==> src/sv/tdlr_pkg.sv <==
`timescale 1ns / 1ps
// ----------------------------------------------------------------------------
// Tilt LED rotator package
// Widths and constants shared by the root unit, the divider and the top level.
// ----------------------------------------------------------------------------
package tdlr_pkg;

  // Offset-corrected tilt component, -255..255.
  localparam int DELTA_W = 9;
  // Sum of two squares, at most 130050.
  localparam int SQ_W = 17;
  // Tilt magnitude.
  localparam int ROOT_W = 16;
  // Scaling of a normalised component.
  localparam int NORM_SHIFT = 12;
  // Dividend is a component magnitude scaled by 4096.
  localparam int DIV_W = 8 + NORM_SHIFT;
  // Signed normalised component: quotient plus sign.
  localparam int NORM_W = DIV_W + 2;
  // Phase accumulator.
  localparam int PHASE_W = 32;
  localparam int PHASE_BIT = 14;
  localparam int PHASE_STEP = 25;
  // Number of trial steps taken by the root unit after the top bit.
  localparam int ROOT_STEPS = 14;

endpackage

==> src/sv/tilt_driven_led_rotator.sv <==
`timescale 1ns / 1ps
// ----------------------------------------------------------------------------
// Tilt driven LED rotator
// Turns X/Y accelerometer samples into a rotating four-LED pattern.
// ----------------------------------------------------------------------------
// Each sample has its offsets removed, is squared and summed through one
// shared multiplier, then goes through a bit-serial square root and two
// passes of a 20-step restoring divider, one per component. From its
// transfer to its result a sample passes the two squaring steps, the root,
// the two divides and the sequencer steps between them and into the output
// register. The block takes no new sample while one is in work; the result
// register frees the input side once the result is loaded. A result still
// waiting in the output register holds the next result, and with it the
// input side, back. A zero magnitude gives zero components.
module tilt_driven_led_rotator (
  input  logic        clk,
  input  logic        rst,
  // Configuration writes: index 0 offset_x, index 1 offset_y.
  input  logic        cfg_we,
  input  logic        cfg_index,
  input  logic [7:0]  cfg_data,
  // Input stream: [7:0] sample_x, [15:8] sample_y.
  input  logic        s_tvalid,
  output logic        s_tready,
  input  logic [15:0] s_tdata,
  // Output stream: [3:0] led_pattern, [7:4] zero.
  output logic        m_tvalid,
  input  logic        m_tready,
  output logic [7:0]  m_tdata
);
  import tdlr_pkg::*;

  localparam logic CFG_OFFSET_X = 1'b0;
  localparam logic CFG_OFFSET_Y = 1'b1;

  typedef enum logic [6:0] {
    S_IDLE = 7'b0000001,
    S_SQX  = 7'b0000010,
    S_SQY  = 7'b0000100,
    S_ROOT = 7'b0001000,
    S_DIVX = 7'b0010000,
    S_DIVY = 7'b0100000,
    S_OUT  = 7'b1000000
  } state_t;

  state_t                     state;
  logic signed [7:0]          offset_x;
  logic signed [7:0]          offset_y;
  logic signed [DELTA_W-1:0]  dx;
  logic signed [DELTA_W-1:0]  dy;
  logic [SQ_W-1:0]            sq;
  logic [ROOT_W-1:0]          mag_r;
  logic [PHASE_W-1:0]         step;
  logic [PHASE_W-1:0]         phase;
  logic signed [NORM_W-1:0]   nx;
  logic signed [NORM_W-1:0]   ny;
  logic                       root_start;
  logic                       root_done;
  logic [ROOT_W-1:0]          root;
  logic                       div_start;
  logic                       div_done;
  logic [DIV_W-1:0]           quotient;
  logic signed [DELTA_W-1:0]  mul_a;
  logic signed [2*DELTA_W-1:0] prod;
  logic signed [DELTA_W-1:0]  comp;
  logic [7:0]                 comp_mag;
  logic [DIV_W-1:0]           dividend;
  logic signed [NORM_W-1:0]   norm;
  logic [PHASE_W-1:0]         ext_x;
  logic [PHASE_W-1:0]         ext_y;
  logic [3:0]                 leds;
  logic                       out_free;

  // Configuration registers.
  always_ff @(posedge clk) begin
    if (rst) begin
      offset_x <= '0;
      offset_y <= '0;
    end else if (cfg_we) begin
      case (cfg_index)
        CFG_OFFSET_X: offset_x <= cfg_data;
        CFG_OFFSET_Y: offset_y <= cfg_data;
        default: ;
      endcase
    end
  end

  // Shared squaring multiplier.
  assign mul_a = (state == S_SQX) ? dx : dy;
  assign prod  = mul_a * mul_a;

  // Operand selection and sign handling for the shared divider.
  assign comp     = (state == S_DIVX) ? dx : dy;
  assign comp_mag = comp[DELTA_W-1] ? 8'(-comp) : comp[7:0];
  assign dividend = {comp_mag, {NORM_SHIFT{1'b0}}};

  always_comb begin
    if (mag_r == '0) begin
      norm = '0;
    end else if (comp[DELTA_W-1]) begin
      norm = -$signed(NORM_W'(quotient));
    end else begin
      norm = $signed(NORM_W'(quotient));
    end
  end

  tdlr_root u_root (
    .clk      (clk),
    .rst      (rst),
    .start    (root_start),
    .radicand (sq),
    .done     (root_done),
    .root     (root)
  );

  tdlr_div u_div (
    .clk      (clk),
    .rst      (rst),
    .start    (div_start),
    .dividend (dividend),
    .divisor  (mag_r),
    .done     (div_done),
    .quotient (quotient)
  );

  // LED bits from the updated phase plus and minus each component.
  assign ext_x = {{(PHASE_W-NORM_W){nx[NORM_W-1]}}, nx};
  assign ext_y = {{(PHASE_W-NORM_W){ny[NORM_W-1]}}, ny};

  always_comb begin
    logic [PHASE_W-1:0] sum_py;
    logic [PHASE_W-1:0] sum_px;
    logic [PHASE_W-1:0] dif_py;
    logic [PHASE_W-1:0] dif_px;
    sum_py = phase + ext_y;
    sum_px = phase + ext_x;
    dif_py = phase - ext_y;
    dif_px = phase - ext_x;
    leds   = {dif_px[PHASE_BIT], dif_py[PHASE_BIT], sum_px[PHASE_BIT], sum_py[PHASE_BIT]};
  end

  assign s_tready = (state == S_IDLE);
  assign out_free = !m_tvalid || m_tready;

  // Sequencer over the multiplier, root unit and divider.
  always_ff @(posedge clk) begin
    if (rst) begin
      state      <= S_IDLE;
      root_start <= 1'b0;
      div_start  <= 1'b0;
      m_tvalid   <= 1'b0;
      phase      <= '0;
    end else begin
      root_start <= 1'b0;
      div_start  <= 1'b0;
      // A taken result is cleared here unless a new one is loaded this cycle.
      if (m_tvalid && m_tready && state != S_OUT) begin
        m_tvalid <= 1'b0;
      end
      case (state)
        S_IDLE: begin
          if (s_tvalid) begin
            dx    <= {s_tdata[7], s_tdata[7:0]} - {offset_x[7], offset_x};
            dy    <= {s_tdata[15], s_tdata[15:8]} - {offset_y[7], offset_y};
            state <= S_SQX;
          end
        end
        S_SQX: begin
          sq    <= prod[SQ_W-1:0];
          state <= S_SQY;
        end
        S_SQY: begin
          sq         <= sq + prod[SQ_W-1:0];
          root_start <= 1'b1;
          state      <= S_ROOT;
        end
        S_ROOT: begin
          if (root_done) begin
            mag_r     <= root;
            step      <= PHASE_W'(root) * PHASE_W'(PHASE_STEP);
            div_start <= 1'b1;
            state     <= S_DIVX;
          end
        end
        S_DIVX: begin
          if (div_done) begin
            nx        <= norm;
            div_start <= 1'b1;
            state     <= S_DIVY;
          end
        end
        S_DIVY: begin
          if (div_done) begin
            ny    <= norm;
            phase <= phase + step;
            state <= S_OUT;
          end
        end
        S_OUT: begin
          if (out_free) begin
            m_tdata  <= {4'b0000, leds};
            m_tvalid <= 1'b1;
            state    <= S_IDLE;
          end
        end
        default: begin
          state <= S_IDLE;
        end
      endcase
    end
  end

endmodule

==> src/sv/tdlr_root.sv <==
`timescale 1ns / 1ps
// ----------------------------------------------------------------------------
// Tilt LED rotator root unit
// Bit-serial integer square root, one trial subtraction per cycle, followed by
// a rounding step on the last bit.
// ----------------------------------------------------------------------------
module tdlr_root (
  input  logic                       clk,
  input  logic                       rst,
  input  logic                       start,
  input  logic [tdlr_pkg::SQ_W-1:0]  radicand,
  output logic                       done,
  output logic [tdlr_pkg::ROOT_W-1:0] root
);
  import tdlr_pkg::*;

  logic              busy;
  logic [SQ_W-1:0]   rem;
  logic [3:0]        k;
  logic [31:0]       trial;

  // Trial value for the current bit: (root + 2^(k-1)) shifted up by k+1.
  // The radicand never reaches 2^30, so the top-bit step is never taken.
  assign trial = (32'(root) + (32'd1 << (k - 4'd1))) << (k + 4'd1);

  // Sequencer for the trial steps and the final rounding step.
  always_ff @(posedge clk) begin
    if (rst) begin
      busy <= 1'b0;
      done <= 1'b0;
    end else begin
      done <= 1'b0;
      if (start) begin
        busy <= 1'b1;
        rem  <= radicand;
        root <= '0;
        k    <= 4'(ROOT_STEPS);
      end else if (busy) begin
        if (k != 4'd0) begin
          if (32'(rem) >= trial) begin
            rem  <= rem - trial[SQ_W-1:0];
            root <= root | (ROOT_W'(1) << k);
          end
          k <= k - 4'd1;
        end else begin
          // Round the last bit up when the remainder exceeds twice the root.
          if (rem > {root, 1'b0}) begin
            root <= root | ROOT_W'(1);
          end
          busy <= 1'b0;
          done <= 1'b1;
        end
      end
    end
  end

endmodule

==> src/sv/tdlr_div.sv <==
`timescale 1ns / 1ps
// ----------------------------------------------------------------------------
// Tilt LED rotator divider
// Restoring divider producing one quotient bit per cycle.
// ----------------------------------------------------------------------------
module tdlr_div (
  input  logic                        clk,
  input  logic                        rst,
  input  logic                        start,
  input  logic [tdlr_pkg::DIV_W-1:0]  dividend,
  input  logic [tdlr_pkg::ROOT_W-1:0] divisor,
  output logic                        done,
  output logic [tdlr_pkg::DIV_W-1:0]  quotient
);
  import tdlr_pkg::*;

  localparam int CNT_W = $clog2(DIV_W + 1);

  logic              busy;
  logic [ROOT_W-1:0] rem;
  logic [ROOT_W-1:0] den;
  logic [CNT_W-1:0]  cnt;
  logic [ROOT_W:0]   shifted;
  logic              fits;

  // Bring down the next dividend bit and try the subtraction.
  assign shifted = {rem, quotient[DIV_W-1]};
  assign fits    = shifted >= {1'b0, den};

  // Shift the dividend out and the quotient in, one bit per cycle.
  always_ff @(posedge clk) begin
    if (rst) begin
      busy <= 1'b0;
      done <= 1'b0;
    end else begin
      done <= 1'b0;
      if (start) begin
        busy     <= 1'b1;
        rem      <= '0;
        den      <= divisor;
        quotient <= dividend;
        cnt      <= CNT_W'(DIV_W);
      end else if (busy) begin
        if (fits) begin
          rem <= ROOT_W'(shifted - {1'b0, den});
        end else begin
          rem <= shifted[ROOT_W-1:0];
        end
        quotient <= {quotient[DIV_W-2:0], fits};
        cnt      <= cnt - CNT_W'(1);
        if (cnt == CNT_W'(1)) begin
          busy <= 1'b0;
          done <= 1'b1;
        end
      end
    end
  end

endmodule

==> config.mk <==
export PLATFORM = sky130hd
export DESIGN_NAME = tilt_driven_led_rotator
export DESIGN_NICKNAME = d
export VERILOG_FILES = /design/src/sv/tdlr_pkg.sv /design/src/sv/tilt_driven_led_rotator.sv /design/src/sv/tdlr_root.sv /design/src/sv/tdlr_div.sv
export SDC_FILE = /design/constraint.sdc
export NUM_CORES = 1
export LEC_CHECK = 0
export BUFFER_PORTS_ARGS = -buffer_cell sky130_fd_sc_hd__buf_2
export CORE_UTILIZATION = 38
export CTS_CLUSTER_SIZE = 25
export DETAILED_ROUTE_END_ITERATION = 8
export PLACE_DENSITY = 0.54
export REMOVE_ABC_BUFFERS = 1
export SYNTH_ARGS = -nofsm -noshare
export SYNTH_HDL_FRONTEND = slang
export SYNTH_HIERARCHICAL = 1
export SYNTH_SLANG_ARGS = --single-unit
export TNS_END_PERCENT = 1
==> constraint.sdc <==
create_clock -name clk -period 11 [get_ports clk]
set_input_delay 2.2 -clock clk [delete_from_list [all_inputs] [get_ports clk]]
set_output_delay 2.2 -clock clk [all_outputs]
set_load 0.01 [all_outputs]
==> results of run 1 <==
## routing by layer
| metal | vias up | track usage, % | share of wire [%] |
|---|---|---|---|
| met2 | 205 | 28.5 | 46 |
| met1 | 7266 | 24.0 | 49 |
| met4 | 0 | 3.10 | 1.4 |
| li1 | 7588 | - | - |
| met3 | 51 | 1.93 | 2.9 |
| met5 | - | 0 | 0 |
## worst max-delay path, delay by kind of cell, from the launching register on
family	cells	cell delay (ns)
flip-flops	1	0.35
buffers and inverters	6	0.49
AND/OR/NAND/NOR	4	0.98
AO/OA/AOI/OAI	8	1.53
XOR/XNOR	3	0.50
multiplexers	1	0.61
adder cells (fa/ha/maj)	7	3.18
## area by class of cell
cell class,instances,area share [%]
multi-input combinational,1596,56.1
tap,680,3.87
inverter,253,4.32
sequential,236,30.2
clock inverter,20,0.991
timing repair buffer,51,1.34
clock buffer,30,3.13
## final timing paths
kind	startpoint	endpoint	slack, ns	cells past startpoint
worst min-delay path	mag_r[8]	u_div/den[8]	0.45	0
worst max-delay path	state[5]	sq[16]	3.10	29
worst max register to register	state[5]	sq[16]	3.10	29
worst min register to register	mag_r[8]	u_div/den[8]	0.45	0
## through the flow
stage / util [%] / std cells / setup slack (ns)
2_1_floorplan: - / 2085 / 3.88
3_3_place_gp: 40.7 / 2816 / 3.27
3_5_place_dp: 40.7 / 2816 / 3.12
4_1_cts: 42.4 / 2866 / 3.10
5_1_grt: 42.4 / 2866 / 2.46
6_report: 42.4 / 2866 / 3.10
## state kept, by name, indices dropped and copies added (netlist names), 9 cells and up
signal and cells:
dx 9, dy 9, mag_r 16, nx 15, ny 15, phase 15, sq 17, step 12
u_div/den 16, u_div/quotient 20, u_div/rem 16, u_root/rem 17, u_root/root 16
## layout by cell type, fill, tap and decap left out, types with 45 or more instances in the layout
master and n:
a21o_1 47, ha_1 247, nand2_1 163, inv_1 248, o21ai_0 99, xor2_1 48, fa_1 67, nand3_1 50
dfxtp_1 45, a21oi_1 168, xnor2_1 74, nor2_1 170, edfxtp_1 191
## logic make-up after synthesis
logic type	after synthesis	share of synthesized area, %
AND/OR/NAND/NOR	587	14.1
AO/OA/AOI/OAI	490	15.6
adder cells (fa/ha/maj)	314	22.0
buffers and inverters	311	6.03
flip-flops	236	33.0
XOR/XNOR	122	5.31
multiplexers	67	3.93
other	1	0.0186
==> impl_metrics.yaml, run 1 <==
clocking:
  cts_buffer_depth: 3
  ctsRootBufferMaster: "clkbuf_16"
  cts_resized: 0
  numClockSinks: 236
  numCtsBuffers: 27
  cts.reportedPaths.clkPinSlew_ns: 0.06
  clk_latency_ns: 0.55
  cts_tree: "built"
  ctsHoldBuffers: 0
  cts_setup_buffers: 0
  htreeDepth: 1
place:
  place_congestion: 0.848
  dpl.hpwl_um: 35800
  portBuffers: 35
  place_area_sq_mm: 0.0211
floorplanning:
  core_sq_mm: 0.0518
  rows: 83
  start_util_pct: 38.8
  die_h_um: 232
  ioPinCount: 40
  die_area_sq_mm: 0.0539
  die-width_um: 232
drt:
  drtIter0Drc: 948
  drc: 0
  via_per_inst: 5.27
  wl_per_cell_um: 16.0
  wirelength_um: 46000
  ant_nets: 0
  num_vias: 15110
  drt-pass1-iter-count: 5
global_routing:
  track_usage_pct: 17.1
  antenna_found_initial: 0
  grt_start_max_net_pins: 54
  grt_remaining_overflow: 0
  grt_pass1_vias: 14776
  grt_pass1_wl_um: 75400
layout:
  design_area_sq_mm: 0.0220
  syn_to_final_growth_pct: 9.24
  multi_input_area_sq_mm: 0.0123
  regArea_sq_mm: 0.00664
  fill_cells: 5066
  nNetsFinal: 2509
  drive_above_1_share_pct: 7.69
  antenna_cells: 0
sta:
  clock.fmax_ghz: 0.127
  final_hold_viol_count: 0
  min_period_ns: 7.90
  tns_ns: 0
  rsz0062_at_grt: "false"
  finalMaxSlewViolations: 0
  fin_crit_sh_pct: 71.8
  worstMarginPinSlew_ns: 0.951
  slew-limit-headroom_pct: 36.6
  timing.hold.ws_ns: 0.447
  setup_viol: 0
  fin_worst_skew_ns: 0.00929
synthesis:
  netlist_top_cells_area: "edfxtp_1 29%, ha_1 15%, fa_1 6.7%"
  synth-main-ff-cell: "edfxtp_1"
  syn_area_sq_mm: 0.0201
  ys_warn_count: 6
  synth-edff-count: 191
  yosysMostFrequentCell: "inv_1"
  synth_top_cells_by_count: "248 x inv_1, 247 x ha_1, 191 x edfxtp_1"
  synth-seq-area-share_pct: 33.0
  ys_types: 92
  synth_top_area_cell: "edfxtp_1"
  async_reset_ff_share_pct: 0
  yosys.area.top_type_share_pct: 28.5
  postSynthCellCount: 2128
  synth_area_per_cell_sq_um: 9.45
  ys_seq_elements: 236
critical_path:
  slowest_delay_ns: 0.61
  cpMostUsedCell: "inv_1"
  cp.arrival_ns: 8.20
  path_max_fanout: 17
  crit_slowest_cell: "mux2i_1"
  end_kind: "flop"
  critPathLaunchType: "flop"
  worstSetupPathType: "reg2reg"
  cp.required_ns: 11.30
flow_run:
  cap_violations: 0
outcome:
  status: "finished, final reports clean"
hold_path:
  hold_path_class: "reg2reg"
Power of run 1 is left out: the tool's default activity adds up to more than one toggle a clock period on the data nets, which glitch-free logic cannot reach.
==> inputs of run 2 (changes only) <==
--- a/config.mk
+++ b/config.mk
@@ -9,7 +9,7 @@
 export CORE_UTILIZATION = 38
 export CTS_CLUSTER_SIZE = 25
 export DETAILED_ROUTE_END_ITERATION = 8
-export PLACE_DENSITY = 0.54
+export PLACE_DENSITY = 0.56
 export REMOVE_ABC_BUFFERS = 1
 export SYNTH_ARGS = -nofsm -noshare
 export SYNTH_HDL_FRONTEND = slang
==> constraint.sdc (replaced) <==
create_clock -name clk -period 7.1 [get_ports clk]
set_input_delay 1.42 -clock clk [delete_from_list [all_inputs] [get_ports clk]]
set_output_delay 1.42 -clock clk [all_outputs]
set_load 0.01 [all_outputs]
==> run 2 against run 1 <==
- global-route usage barely moved
- worst setup slack lost 2.9 ns
- maximum frequency grew 15%
- sequential cell count unchanged
- worst hold slack got worse by 0.0035 ns
- die area stayed put
==> impl_metrics.yaml, run 2 (synthesized netlist as in run 1, its figures left out) <==
sta:
  worstMarginPinSlew_ns: 0.975
  fin_worst_skew_ns: 0.0138
  min_period_ns: 6.88
  fin_crit_sh_pct: 97.0
  tns_ns: 0
  slew-limit-headroom_pct: 34.9
  rsz0062_at_grt: "true"
  clock.fmax_ghz: 0.145
  final_hold_viol_count: 0
  setup_viol: 0
  finalMaxSlewViolations: 0
  worst_slack_ns: 0.216
layout:
  largest_register_ffs: 20
  antenna_cells: 0
  regMostFlops: "u_div/quotient"
  fill_cells: 4995
  multi_input_area_sq_mm: 0.0124
  syn_to_final_growth_pct: 10.9
  nNetsFinal: 2547
  drive_above_1_share_pct: 10.1
  largest_registers: "u_div/quotient x20, sq x17, u_root/rem x17"
  regArea_sq_mm: 0.00664
  final_util_pct: 43.1
  layout_commonest_cell: "inv_1"
  design_area_sq_mm: 0.0223
  final_cell_mix: "247 x inv_1, 246 x ha_1, 191 x edfxtp_1, 166 x nor2_1, 164 x a21oi_1"
drt:
  via_per_inst: 5.28
  num_vias: 15344
  drc: 0
  drtIter0Drc: 1074
  wirelength_um: 45900
  wl_per_cell_um: 15.8
  drt-pass1-iter-count: 5
  ant_nets: 0
global_routing:
  track_usage_pct: 17.1
  grt_remaining_overflow: 0
  antenna_found_initial: 0
  grt_pass1_vias: 15045
  grt_pass1_wl_um: 75700
  grt_start_max_net_pins: 48
critical_path:
  r2r_slack_ns: 0.22
  slowest_delay_ns: 0.57
  path_max_fanout: 6
  cp.arrival_ns: 7.18
  end_kind: "flop"
  critPathLaunchType: "flop"
  crit_slowest_cell: "fa_1"
  worstSetupPathType: "reg2reg"
  cp.required_ns: 7.40
place:
  dpl_worst_slack_ns: 0.0139
  place_area_sq_mm: 0.0213
  place_congestion: 0.853
  portBuffers: 35
  dpl.hpwl_um: 36200
clocking:
  cts_buffer_depth: 3
  htreeDepth: 1
  clk_latency_ns: 0.55
  numCtsBuffers: 28
  numClockSinks: 236
  cts.reportedPaths.clkPinSlew_ns: 0.06
  ctsRootBufferMaster: "clkbuf_16"
  cts_tree: "built"
  ctsHoldBuffers: 0
floorplanning:
  start_util_pct: 38.8
  die-width_um: 232
  rows: 83
  core_sq_mm: 0.0518
  die_h_um: 232
  die_area_sq_mm: 0.0539
  ioPinCount: 40
hold_path:
  hold_path_class: "reg2reg"
outcome:
  status: "finished, final reports clean"
flow_run:
  cap_violations: 0
## run 2: changes by cell type in the layout (fill, tap and decap cells not counted), sizes merged
cell	previous run	this run
buf	51	88
bufinv	4	0
clkbuf	30	39
inv	251	248
## run 2: routing by layer
| layer | routed length [um] | vias to the layer above | GRT usage [%] |
|---|---|---|---|
| met4 | 884 | 0 | 3.93 |
| met5 | 0 | - | 0 |
| li1 | - | 7661 | - |
| met3 | 1520 | 63 | 1.90 |
| met1 | 21800 | 7387 | 23.5 |
| met2 | 21600 | 233 | 28.7 |
## run 2: final timing paths
kind,from,end,cells past startpoint
worst max-delay path,state[2],sq[16],30
worst min-delay path,mag_r[9],u_div/den[9],0
worst max register to register,state[2],sq[16],30
worst min register to register,mag_r[9],u_div/den[9],0
## run 2: final cells by class
type,instances,area share (%)
multi-input combinational,1596,55.8
sequential,236,29.7
inverter,253,4.27
tap,680,3.81
clock buffer,39,3.41
timing repair buffer,88,2.62
clock inverter,13,0.370
## run 2: metrics by stage
stage / hold slack, ns / std cells
2_1_floorplan: 0.427 / 2085
3_3_place_gp: 0.432 / 2848
3_5_place_dp: 0.435 / 2848
4_1_cts: 0.445 / 2900
5_1_grt: 0.466 / 2905
6_report: 0.444 / 2905
## run 2: worst max-delay path: cells and delay by family (launching register included)
kind | cells | cell delay [ns]
compound gates | 7 | 1.21
xor+xnor | 3 | 0.36
fa+ha+maj | 7 | 3.00
buf+inv | 6 | 0.57
flops | 1 | 0.35
mux | 1 | 0.19
simple gates | 6 | 0.94
## run 2: timing repair
item                       4_1_cts  5_1_grt
resized for setup                1       26
pin swaps                        0       14
setup buffers                    0        5
setup endpoints to repair        1       29
Power of run 2 is left out for the same reason.
==> inputs of run 3 (changes only) <==
--- a/config.mk
+++ b/config.mk
@@ -9,7 +9,7 @@
 export CORE_UTILIZATION = 38
 export CTS_CLUSTER_SIZE = 25
 export DETAILED_ROUTE_END_ITERATION = 8
-export PLACE_DENSITY = 0.56
+export PLACE_DENSITY = 0.54
 export REMOVE_ABC_BUFFERS = 1
 export SYNTH_ARGS = -nofsm -noshare
 export SYNTH_HDL_FRONTEND = slang
==> constraint.sdc (replaced) <==
create_clock -name clk -period 7.2 [get_ports clk]
set_input_delay 1.44 -clock clk [delete_from_list [all_inputs] [get_ports clk]]
set_output_delay 1.44 -clock clk [all_outputs]
set_load 0.01 [all_outputs]
==> run 3 against run 2 <==
- critical path depth fell by 2
- register-to-register slack improved by 0.12 ns
- via count shrank 0.91%
- die area unchanged
- first-iteration DRC count decreased by 28%
- clock skew fell by 0.0011 ns
- global-route usage grew 0.19 points
- sequential share of layout area down 0.10 points
- cell area increased by 0.41%
- core utilization increased by 0.18 points
- count of clock-buffer cells in the layout shrank 4
- routed wire length increased by 0.83%
- critical endpoint is now sq[15]
==> impl_metrics.yaml, run 3 (synthesized netlist as in run 1, its figures left out) <==
clocking:
  clk_latency_ns: 0.55
  cts_buffer_depth: 3
  numCtsBuffers: 28
  ctsRootBufferMaster: "clkbuf_16"
  ctsHoldBuffers: 0
  htreeDepth: 1
  cts.reportedPaths.clkPinSlew_ns: 0.06
  cts_tree: "built"
  numClockSinks: 236
hold_path:
  hold_path_class: "reg2reg"
  whs_endpoint: "u_div/den[9]"
  holdCritStartpoint: "mag_r[9]"
  min_delay_path_depth: 0
sta:
  final_hold_viol_count: 0
  slew-limit-headroom_pct: 38.5
  fin_worst_skew_ns: 0.0127
  min_period_ns: 6.86
  rsz0062_at_grt: "true"
  finalMaxSlewViolations: 0
  clock.fmax_ghz: 0.146
  fin_crit_sh_pct: 95.3
  worstMarginPinSlew_ns: 0.920
  setup_viol: 0
  tns_ns: 0
outcome:
  status: "finished, final reports clean"
flow_run:
  cap_violations: 0
global_routing:
  grt_start_max_net_pins: 48
  grt_remaining_overflow: 0
  grt_pass1_wl_um: 76500
  track_usage_pct: 17.3
  antenna_found_initial: 1
  grt_pass1_vias: 15094
floorplanning:
  die_area_sq_mm: 0.0539
  core_sq_mm: 0.0518
  die_h_um: 232
  ioPinCount: 40
  start_util_pct: 38.8
  die-width_um: 232
  rows: 83
layout:
  layout_commonest_cell: "ha_1"
  regMostFlops: "u_div/quotient"
  antenna_cells: 0
  largest_register_ffs: 20
  fill_cells: 5053
  syn_to_final_growth_pct: 11.4
  nNetsFinal: 2545
  drive_above_1_share_pct: 10.2
  final_util_pct: 43.2
  final_cell_mix: "246 x ha_1, 244 x inv_1, 191 x edfxtp_1, 166 x nor2_1, 164 x a21oi_1"
  largest_registers: "u_div/quotient x20, sq x17, u_root/rem x17"
critical_path:
  crit_slowest_cell: "fa_1"
  worstSetupPathType: "reg2reg"
  r2r-start: "state[2]"
  cpMostUsedCell: "fa_1"
  end_kind: "flop"
  critical_path_buf_inv_count: 7
  path_max_fanout: 7
  critPathLaunchType: "flop"
  cp.arrival_ns: 7.16
  path_delay_family: "adder cells"
  r2r_end: "sq[15]"
  slowest_delay_ns: 0.52
  worst-r2r-cell-count: 28
  r2r_slack_ns: 0.34
  cp.required_ns: 7.49
drt:
  drt-pass1-iter-count: 6
  wl_per_cell_um: 15.9
  wirelength_um: 46300
  num_vias: 15204
  via_per_inst: 5.24
  drtIter0Drc: 772
  drc: 0
  ant_nets: 0
place:
  portBuffers: 35
  dpl.hpwl_um: 36100
  place_congestion: 0.861
==> run 3: worst max-delay path by stage <==
stage	from	end	cells past startpoint
after floorplan	state[5]	sq[16]	29
after global placement	state[6]	sq[16]	28
after detailed placement	state[6]	sq[15]	28
after CTS	state[6]	sq[16]	28
after global routing	state[2]	sq[16]	28
final	state[2]	sq[15]	28
==> run 3: per-stage QoR <==
step / area (sq um) / setup WS (ns) / instances / hold slack (ns)
final: 22400 / 0.336 / 2903 / 0.448
after global routing: 22400 / -0.0310 / 2903 / 0.457
after CTS: 22200 / 0.00796 / 2895 / 0.450
after detailed placement: 21300 / 0.0385 / 2843 / 0.435
after global placement: 21300 / 0.183 / 2843 / 0.433
after floorplan: 19900 / 0.0766 / 2085 / 0.427
==> run 3: layer usage <==
metal  vias to the layer above  track usage [%]  wire [um]
li1                       7674                -          -
met1                      7265             23.9      22400
met2                       200             28.7      21500
met3                        63             2.08       1360
met4                         2             4.17        991
met5                         -                0         12
==> run 3: timing repair <==
| action | in CTS | in global routing |
|---|---|---|
| endpoints found under the setup margin | 0 | 36 |
| setup buffers | 0 | 8 |
| gates resized for setup | 0 | 37 |
| hold endpoints to repair | 0 | 0 |
==> run 3: layout make-up <==
cell class / count / area, sq um / area share [%]
sequential: 236 / 6640 / 29.6
inverter: 253 / 953 / 4.25
timing repair buffer: 86 / 566 / 2.52
multi-input combinational: 1596 / 12500 / 55.6
clock buffer: 35 / 758 / 3.38
tap: 680 / 851 / 3.80
clock inverter: 17 / 188 / 0.838
Power of run 3 is left out for the same reason.
